File: src/hw/rtl/iee_pkg.sv
// package for the infix expression evaluator
// operator codes, status codes, character codes and helper functions; no dependencies
package iee_pkg;

    typedef logic [2:0] op_t;
    typedef logic [2:0] status_t;

    localparam op_t OP_NONE = 3'd0;
    localparam op_t OP_ADD  = 3'd1;
    localparam op_t OP_SUB  = 3'd2;
    localparam op_t OP_MUL  = 3'd3;
    localparam op_t OP_DIV  = 3'd4;
    localparam op_t OP_LPAR = 3'd5;

    localparam status_t ST_OK   = 3'd0;
    localparam status_t ST_DIV0 = 3'd1;
    localparam status_t ST_MAL  = 3'd2;
    localparam status_t ST_OVF  = 3'd3;
    localparam status_t ST_SAT  = 3'd4;
    localparam status_t ST_BAD  = 3'd5;

    localparam logic [7:0] CH_PLUS  = 8'h2B;
    localparam logic [7:0] CH_MINUS = 8'h2D;
    localparam logic [7:0] CH_STAR  = 8'h2A;
    localparam logic [7:0] CH_SLASH = 8'h2F;
    localparam logic [7:0] CH_LPAR  = 8'h28;
    localparam logic [7:0] CH_RPAR  = 8'h29;
    localparam logic [7:0] CH_DOT   = 8'h2E;
    localparam logic [7:0] CH_ZERO  = 8'h30;
    localparam logic [7:0] CH_NINE  = 8'h39;
    localparam logic [7:0] CH_SPACE = 8'h20;

    // arithmetic request to the shared unit
    typedef struct packed {
        logic       start;
        op_t        op;
    } alu_req_t;

    // precedence of an operator, zero for an opening parenthesis
    function automatic logic [1:0] prec(input op_t op);
        logic [1:0] p;
        p = 2'd0;
        if (op == OP_ADD || op == OP_SUB) p = 2'd1;
        if (op == OP_MUL || op == OP_DIV) p = 2'd2;
        return p;
    endfunction

    // merge a new error into the held one: hard errors win over saturation
    function automatic status_t merge_err(input status_t cur, input status_t nw);
        status_t r;
        r = cur;
        if (nw == ST_SAT) begin
            if (cur == ST_OK) r = ST_SAT;
        end else if (nw != ST_OK) begin
            if (cur == ST_OK || cur == ST_SAT) r = nw;
        end
        return r;
    endfunction

endpackage

File: src/hw/rtl/iee_alu.sv
// shared arithmetic unit of the evaluator: add, subtract, multiply, divide
// multi-cycle, saturating; depends on iee_pkg
module iee_alu #(
    parameter int VW = 48,
    parameter int FB = 16
) (
    input  logic               clk,
    input  logic               rst_n,
    input  iee_pkg::alu_req_t  req,
    input  logic [VW-1:0]      a,
    input  logic [VW-1:0]      b,
    output logic               done,
    output logic [VW-1:0]      res,
    output iee_pkg::status_t   err
);
    import iee_pkg::*;

    localparam int NW  = VW + FB;          // dividend width
    localparam int PW  = 2 * VW;           // product width
    localparam int CW  = $clog2(NW + 1);
    localparam int MH  = (VW + 1) / 2;     // multiplier half width

    localparam logic [1:0] S_IDLE = 2'd0;
    localparam logic [1:0] S_MUL  = 2'd1;
    localparam logic [1:0] S_DIV  = 2'd2;
    localparam logic [1:0] S_FIN  = 2'd3;

    logic [1:0]      state_reg, state_next;
    logic [CW-1:0]   cnt_reg, cnt_next;
    logic [VW-1:0]   x_reg, x_next, y_reg, y_next;
    logic            neg_reg, neg_next;
    logic [PW-1:0]   acc_reg, acc_next;       // product or quotient magnitude
    logic [NW-1:0]   num_reg, num_next;       // dividend shift register
    logic [VW:0]     rem_reg, rem_next;
    logic            isdiv_reg, isdiv_next;
    logic            done_reg, done_next;
    logic [VW-1:0]   res_reg, res_next;
    status_t         err_reg, err_next;

    logic [VW-1:0]   vmax, xa, yb;
    logic [VW:0]     sum, rsh;
    logic [MH-1:0]   ph;
    logic [PW-1:0]   pp, rnd, mag;
    logic [VW-1:0]   lim;
    logic            ovf;

    assign vmax = {1'b0, {(VW-1){1'b1}}};
    assign xa   = a[VW-1] ? (~a + 1'b1) : a;
    assign yb   = b[VW-1] ? (~b + 1'b1) : b;
    assign done = done_reg;
    assign res  = res_reg;
    assign err  = err_reg;

    always_comb
    begin
        state_next = state_reg;
        cnt_next   = cnt_reg;
        x_next     = x_reg;
        y_next     = y_reg;
        neg_next   = neg_reg;
        acc_next   = acc_reg;
        num_next   = num_reg;
        rem_next   = rem_reg;
        isdiv_next = isdiv_reg;
        done_next  = 1'b0;
        res_next   = res_reg;
        err_next   = ST_OK;
        sum        = '0;
        rsh        = '0;
        ph         = '0;
        pp         = '0;
        rnd        = '0;
        mag        = '0;
        lim        = '0;
        ovf        = 1'b0;
        case (state_reg)
            S_IDLE:
            begin
                if (req.start) begin
                    neg_next = a[VW-1] ^ b[VW-1];
                    x_next   = xa;
                    y_next   = yb;
                    acc_next = '0;
                    cnt_next = '0;
                    if (req.op == OP_ADD || req.op == OP_SUB) begin
                        sum = (req.op == OP_ADD) ? ({a[VW-1], a} + {b[VW-1], b})
                                                 : ({a[VW-1], a} - {b[VW-1], b});
                        done_next = 1'b1;
                        if (sum[VW] != sum[VW-1]) begin
                            err_next = ST_SAT;
                            res_next = sum[VW] ? ~vmax : vmax;
                        end else begin
                            res_next = sum[VW-1:0];
                        end
                    end else if (req.op == OP_MUL) begin
                        isdiv_next = 1'b0;
                        state_next = S_MUL;
                    end else if (req.op == OP_DIV) begin
                        if (b == '0) begin
                            done_next = 1'b1;
                            err_next  = ST_DIV0;
                            res_next  = '0;
                        end else begin
                            isdiv_next = 1'b1;
                            num_next   = {xa, {FB{1'b0}}};
                            rem_next   = '0;
                            state_next = S_DIV;
                        end
                    end else begin
                        done_next = 1'b1;
                        err_next  = ST_MAL;
                        res_next  = '0;
                    end
                end
            end
            S_MUL:
            begin
                // two half-width partial products, low half then high half
                ph = cnt_reg[0] ? MH'(y_reg >> MH) : y_reg[MH-1:0];
                pp = PW'(x_reg) * PW'(ph);
                acc_next = acc_reg + (cnt_reg[0] ? (pp << MH) : pp);
                cnt_next = cnt_reg + 1'b1;
                if (cnt_reg[0]) state_next = S_FIN;
            end
            S_DIV:
            begin
                // restoring division, one quotient bit a cycle
                rsh = {rem_reg[VW-1:0], num_reg[NW-1]};
                num_next = num_reg << 1;
                if (rsh >= {1'b0, y_reg}) begin
                    rem_next = rsh - {1'b0, y_reg};
                    acc_next = {acc_reg[PW-2:0], 1'b1};
                end else begin
                    rem_next = rsh;
                    acc_next = {acc_reg[PW-2:0], 1'b0};
                end
                cnt_next = cnt_reg + 1'b1;
                if (cnt_reg == CW'(NW - 1)) state_next = S_FIN;
            end
            S_FIN:
            begin
                if (isdiv_reg) begin
                    mag = acc_reg + PW'(({rem_reg, 1'b0} >= {2'b0, y_reg}) ? 1 : 0);
                end else begin
                    rnd = acc_reg + (PW'(1) << (FB - 1));
                    mag = rnd >> FB;
                end
                lim = neg_reg ? (vmax + 1'b1) : vmax;
                ovf = (mag[PW-1:VW] != '0) || (mag[VW-1:0] > lim);
                if (ovf) begin
                    err_next = ST_SAT;
                    mag      = PW'(lim);
                end
                res_next   = neg_reg ? (~mag[VW-1:0] + 1'b1) : mag[VW-1:0];
                done_next  = 1'b1;
                state_next = S_IDLE;
            end
            default: state_next = S_IDLE;
        endcase
    end

    always_ff @(posedge clk or negedge rst_n)
    begin
        if (!rst_n) begin
            state_reg <= S_IDLE;
            done_reg  <= 1'b0;
            err_reg   <= ST_OK;
        end else begin
            state_reg <= state_next;
            done_reg  <= done_next;
            err_reg   <= err_next;
        end
    end

    always_ff @(posedge clk)
    begin
        cnt_reg   <= cnt_next;
        x_reg     <= x_next;
        y_reg     <= y_next;
        neg_reg   <= neg_next;
        acc_reg   <= acc_next;
        num_reg   <= num_next;
        rem_reg   <= rem_next;
        isdiv_reg <= isdiv_next;
        res_reg   <= res_next;
    end

endmodule

File: config.mk
export PLATFORM = sky130hd
export DESIGN_NAME = iee_alu
export DESIGN_NICKNAME = d
export VERILOG_FILES = /design/src/hw/rtl/iee_pkg.sv /design/src/hw/rtl/iee_alu.sv
export SDC_FILE = /design/constraint.sdc
export NUM_CORES = 2
export LEC_CHECK = 0
export BUFFER_PORTS_ARGS = -buffer_cell sky130_fd_sc_hd__buf_2
export CORE_UTILIZATION = 25
export DETAILED_ROUTE_END_ITERATION = 10
export PLACE_DENSITY = 0.4
export SYNTH_ARGS = -nofsm -noshare
export SYNTH_HDL_FRONTEND = slang
export SYNTH_SLANG_ARGS = --single-unit
export TNS_END_PERCENT = 5
File: constraint.sdc
create_clock -name clk -period 11.4 [get_ports clk]
set_input_delay 0 -clock clk [delete_from_list [all_inputs] [get_ports clk]]
set_output_delay 0 -clock clk [all_outputs]
set_load 0.02 [all_outputs]
**Word level (Yosys, flattened, before mapping)**

Index checks and enable logic that the tools add are counted.

- Input port bits: 102
- Register bits: 368

- Mux-type cells: 62
- Magnitude comparators: 3
- Reduce and logical (&&, ||, !) cells: 18
- Bitwise gates (word level): 5
- Equality and inequality tests: 21
- Multipliers: 1
- $add $sub $neg: 10

Operators with widths:

| kind | count |
|---|---|
| 48-bit two-way mux | 12 |
| 96-bit two-way mux | 4 |
| 49-bit two-way mux | 7 |
| 64-bit two-way mux | 5 |
| 96-bit one-hot mux with 3 select lines | 1 |
| 48-bit by 1-bit adder with 48-bit output, second input constant | 3 |
| 48-bit inverter | 3 |
| 64-bit one-hot mux with 2 select lines | 1 |
| 49-bit one-hot mux with 2 select lines | 1 |
| 96-bit by 1-bit adder with 96-bit output | 1 |
| 96-bit by 16-bit adder with 96-bit output, second input constant | 1 |
| 96-bit adder | 1 |
| 48-bit one-hot mux with 2 select lines | 1 |
| 48-bit by 24-bit multiplier with 72-bit output | 1 |
| 50-bit by 48-bit >= comparator with 1-bit output | 1 |
| 48-bit by 48-bit adder with 49-bit output | 1 |
| 49-bit by 48-bit >= comparator with 1-bit output | 1 |
| 48-bit by 48-bit subtractor with 49-bit output | 1 |
| 49-bit by 48-bit subtractor with 49-bit output | 1 |
| 48-bit > comparator | 1 |
| 48-bit zero test | 1 |
| 48-bit nonzero test | 1 |
| 47-bit two-way mux | 1 |
| 24-bit two-way mux | 1 |
| other kinds (30) | 68 |

**Longest topological paths before layout**

- Depth in word-level cells: 13
- Depth in mapped cells: 52
- Gate-level depth less buffers: 47

**Least setup slack after synthesis**

Ideal clock, no wire load.

- Path type: reg-to-reg
- Start: register cnt_reg[0]
- End: register acc_reg[94], data pin
- Slack: -162 ps
- Setup time: 265 ps
- Required time: 11135 ps
- Buffers on the path: 6
- Data arrival time: 11296 ps
- Cell stages (with the launch flop): 49
- Period minus slack after synthesis: 11562 ps
- Cell sequence: edfxtp_1 > clkbuf_1 > clkbuf_1 > clkbuf_1 > nand2_1 > o21ai_0 > clkbuf_1 > clkbuf_1 > nand2_1 > fa_1 > inv_1 > fa_1 > inv_1 > fa_1 > fa_1 > inv_1 > fa_1 > fa_1 > [... 13 more ...] > a21oi_1 > xnor2_1 > mux2_2 > ha_1 > clkbuf_1 > a21o_1 > a21o_1 > a21o_1 > a21o_1 > a221o_1 > and2_1 > o21ai_0 > a21oi_1 > a2111oi_0 > o21a_1 > o21bai_1 > nor4b_1 > or3_1

- Word-level cells in the longest chain between the ends: 5

Ends and longest elaborated chain:

| item | line | text |
|---|---|---|
| from (decl) | iee_alu.sv:29 | `logic [CW-1:0] cnt_reg, cnt_next;` |
| from (signal assigned) | iee_alu.sv:177 | `cnt_reg <= cnt_next;` |
| 24-bit two-way mux | iee_alu.sv:119 | `ph = cnt_reg[0] ? MH'(y_reg >> MH) : y_reg[MH-1:0];` |
| 48-bit by 24-bit multiplier with 72-bit output | iee_alu.sv:120 | `pp = PW'(x_reg) * PW'(ph);` |
| 96-bit two-way mux * | iee_alu.sv:121 | `acc_next = acc_reg + (cnt_reg[0] ? (pp << MH) : pp);` |
| 96-bit adder * | iee_alu.sv:121 |  |
| 96-bit one-hot mux with 3 select lines * | iee_alu.sv:76 | `case (state_reg)` |
| net acc_next[94] | iee_alu.sv:32 | `logic [PW-1:0] acc_reg, acc_next;` |
| to (signal assigned) | iee_alu.sv:181 | `acc_reg <= acc_next;` |
| to (decl) | iee_alu.sv:32 |  |

Mark *: on every way through the listed nets, which the timed path passes. The rest lies on a longest branch.
A chain may end at the register's enable or synchronous reset.

**Worst setup path in the final report**

- Start: register cnt_reg[0]
- End: register acc_reg[95], data pin

Same word-level chain as after synthesis.

==> results.toml <==
[run_status]
status = "finished, violations left"
violations = "negative setup slack"

[place]
dp_hpwl_um = 244000
port_buffers = 153
dp_cells = 12777
place.gp.congestion = 0.937

[global_route]
grt-ovfl-total = 0
grt_use_total_pct = 20.4
antenna_found_initial = 33
grt_pass1_vias = 66056
grt_start_max_net_pins = 76
grt_pass1_wl_um = 438000

[critical_path]
cp.arrival_ps = 11840
rr_endpoint = "acc_reg[95]"
crit_type = "flip-flop to flip-flop"
slowest_delay_ps = 580
cpMaxStageDelayCell = "fa_1"
cp_data_required_time_ps = 11780
r2r-start = "cnt_reg[0]"
path_max_fanout = 14
path_common_cell = "a21o_1"
regToRegSetupSlack_ps = -60
ff2ff_path_depth = 46
startpoint_type = "flip-flop"
setup.worst_path.end_class = "flip-flop"

[die]
io_pins = 154
die_w_um = 536
core_mm2 = 0.283
start_util_pct = 25.2
die_h_um = 536
fp-row-count = 195
die_area_mm2 = 0.288

[sta]
fmax_ghz = 0.0873
setup_viol = 3
timing_hold_violations_final = 0
final_max_slew_viol_count = 0
tightest_slew_ps = 1360
fin_crit_ps = 11460
rsz0062_at_grt = "true"
finalWorstSetupSlack_ps = -60.5
fin_worst_skew_ps = 59.1
finalCritPeriodShare_pct = 101
slew_headroom_pct = 8.54

[cts]
path_clk_slew_ps = 60
numCtsBuffers = 46
cts-root-buf = "clkbuf_16"
cts_tree = "built"
clock_latency_ps = 670
h-tree-depth = 2
clock_sinks = 352
clock_path_buffers = 3

[drt]
vias_per_cell = 4.83
routed_wl_um = 295000
ant_nets = 0
drtIter0Drc = 4389
vias = 63195
dr.pass1.iters = 5
routedWlPerCell_um = 22.5
drc_errors = 0

[synthesis]
syn_avg_cell_area_um2 = 8.55
yosysTopAreaCellShare_pct = 28.4
syn_inst = 8352
ys_ff_latch = 352
ys_async_sr_fraction_pct = 1.70
seq_area_frac_synth_pct = 14.8
synth_most_common_cell = "inv_1"
yosys-top-cells-area = "fa_1, edfxtp_1, ha_1"
post_synth_num_cell_types = 93
yosys_warnings = 0
synth_nets = 9920
yosys.area.top_type = "fa_1"
synth_edf_count = 346
netlist_area_mm2 = 0.0714
synthTopCellsByCount = "inv_1, nand2_1, fa_1, ha_1, clkbuf_1"
ys.flop_type = "edfxtp_1"

[final_layout]
largest_reg_flops = 96
drive_above_1_share_pct = 17.6
area_delta_synth_final_pct = 24.7
nets = 10868
fill_cells = 30050
stdcell_count = 13097

[job]
maxCapViolCount = 0

[min_path]
worst_hold_path.endpoint = "y_reg[25]"
worstHoldStart = "b[47]"
hold_depth = 4
hold_path.class = "primary input to flip-flop"
layout make-up:
cell class	count	area (um^2)	area share (%)
diodes	19	47.5	0.0534
clock buffers	57	1210	1.36
clock inverters	26	324	0.364
inverters	1225	4600	5.17
multi-input cells	6314	56100	63.1
flip-flops and latches	352	10500	11.8
well taps	3743	4680	5.26
repair buffers	1361	11500	12.9
how the worst max path moves through the flow:
stage                     cells past startpoint       start     endpoint
after floorplan                              48  cnt_reg[0]  acc_reg[94]
after global placement                       49  cnt_reg[0]  acc_reg[95]
after detailed placement                     44  cnt_reg[0]  acc_reg[94]
after CTS                                    51  cnt_reg[0]  acc_reg[93]
after global routing                         54  cnt_reg[0]  acc_reg[95]
final                                        46  cnt_reg[0]  acc_reg[95]
critical path, delay by kind of cell, from the launching register on:
kind | cells | cell delay, ps
and+or+nand+nor | 4 | 410
adders and majority gates | 9 | 4320
xor gates and xnor gates | 1 | 190
AOI/OAI and AO/OA | 20 | 3840
buffers and inverters | 10 | 1490
muxes | 2 | 520
DFF | 1 | 380
per-stage QoR:
stage | cell area, um^2 | setup WS, ps | utilization [%] | TNS (ps) | hold slack (ps)
finish | 89000 | -60.5 | 31.4 | -140 | 131
global route | 88900 | -505 | 31.4 | -9160 | 116
CTS | 88400 | -11.9 | 31.2 | -11.9 | 38.9
detailed placement | 83700 | -1120 | 29.6 | -19860 | -151
global placement | 83700 | -1150 | 29.6 | -22470 | -151
floorplan | 71400 | 11.7 | - | 0 | -296
cells by family (layout without fill, tap and decap cells):
family / count (synthesis) / after routing / share of synthesized area (%)
simple gates: 2812 / 2812 / 19.4
buf+inv: 1686 / 2669 / 8.88
fa+ha+maj: 1470 / 1470 / 36.4
compound gates: 1388 / 1388 / 12.2
xor+xnor: 512 / 512 / 6.29
flops: 352 / 352 / 14.8
mux: 132 / 132 / 1.97
other cells: 0 / 19 / 0
layout by cell type, fill, tap and decap left out, types with 157 or more instances in the layout:
cell / Yosys / layout
nor2b_1: 251 / 248
nand2_1: 1171 / 1161
edfxtp_1: 346 / 346
xor2_1: 164 / 157
inv_1: 1222 / 1216
a21o_1: 190 / 190
ha_1: 453 / 433
nor2_1: 312 / 307
xnor2_1: 347 / 327
fa_1: 1013 / 999
a21oi_1: 369 / 340
and2_1: 377 / 374
buf_4: 0 / 957
o21ai_0: 355 / 289
metal layers:
metal	wire length [um]	vias to the layer above	share of wire, %	GRT usage (%)
li1	-	29144	-	-
met1	133000	32083	45	27.9
met2	138000	1668	47	34.1
met3	15400	292	5.2	1.99
met4	8680	8	2.9	5.42
met5	49	-	0.017	0
repair_timing:
item                                    4_1_cts  5_1_grt
hold buffers                                139        0
endpoints found under the setup margin       45       41
buffers inserted                             55       17
gates resized for setup                     212       83
pin swaps                                   131      105
endpoints found under the hold margin       153        0
gates cloned                                  7        2
Power is not shown: default switching activity piles up to over one toggle a cycle in this logic, so the estimate is an artifact.
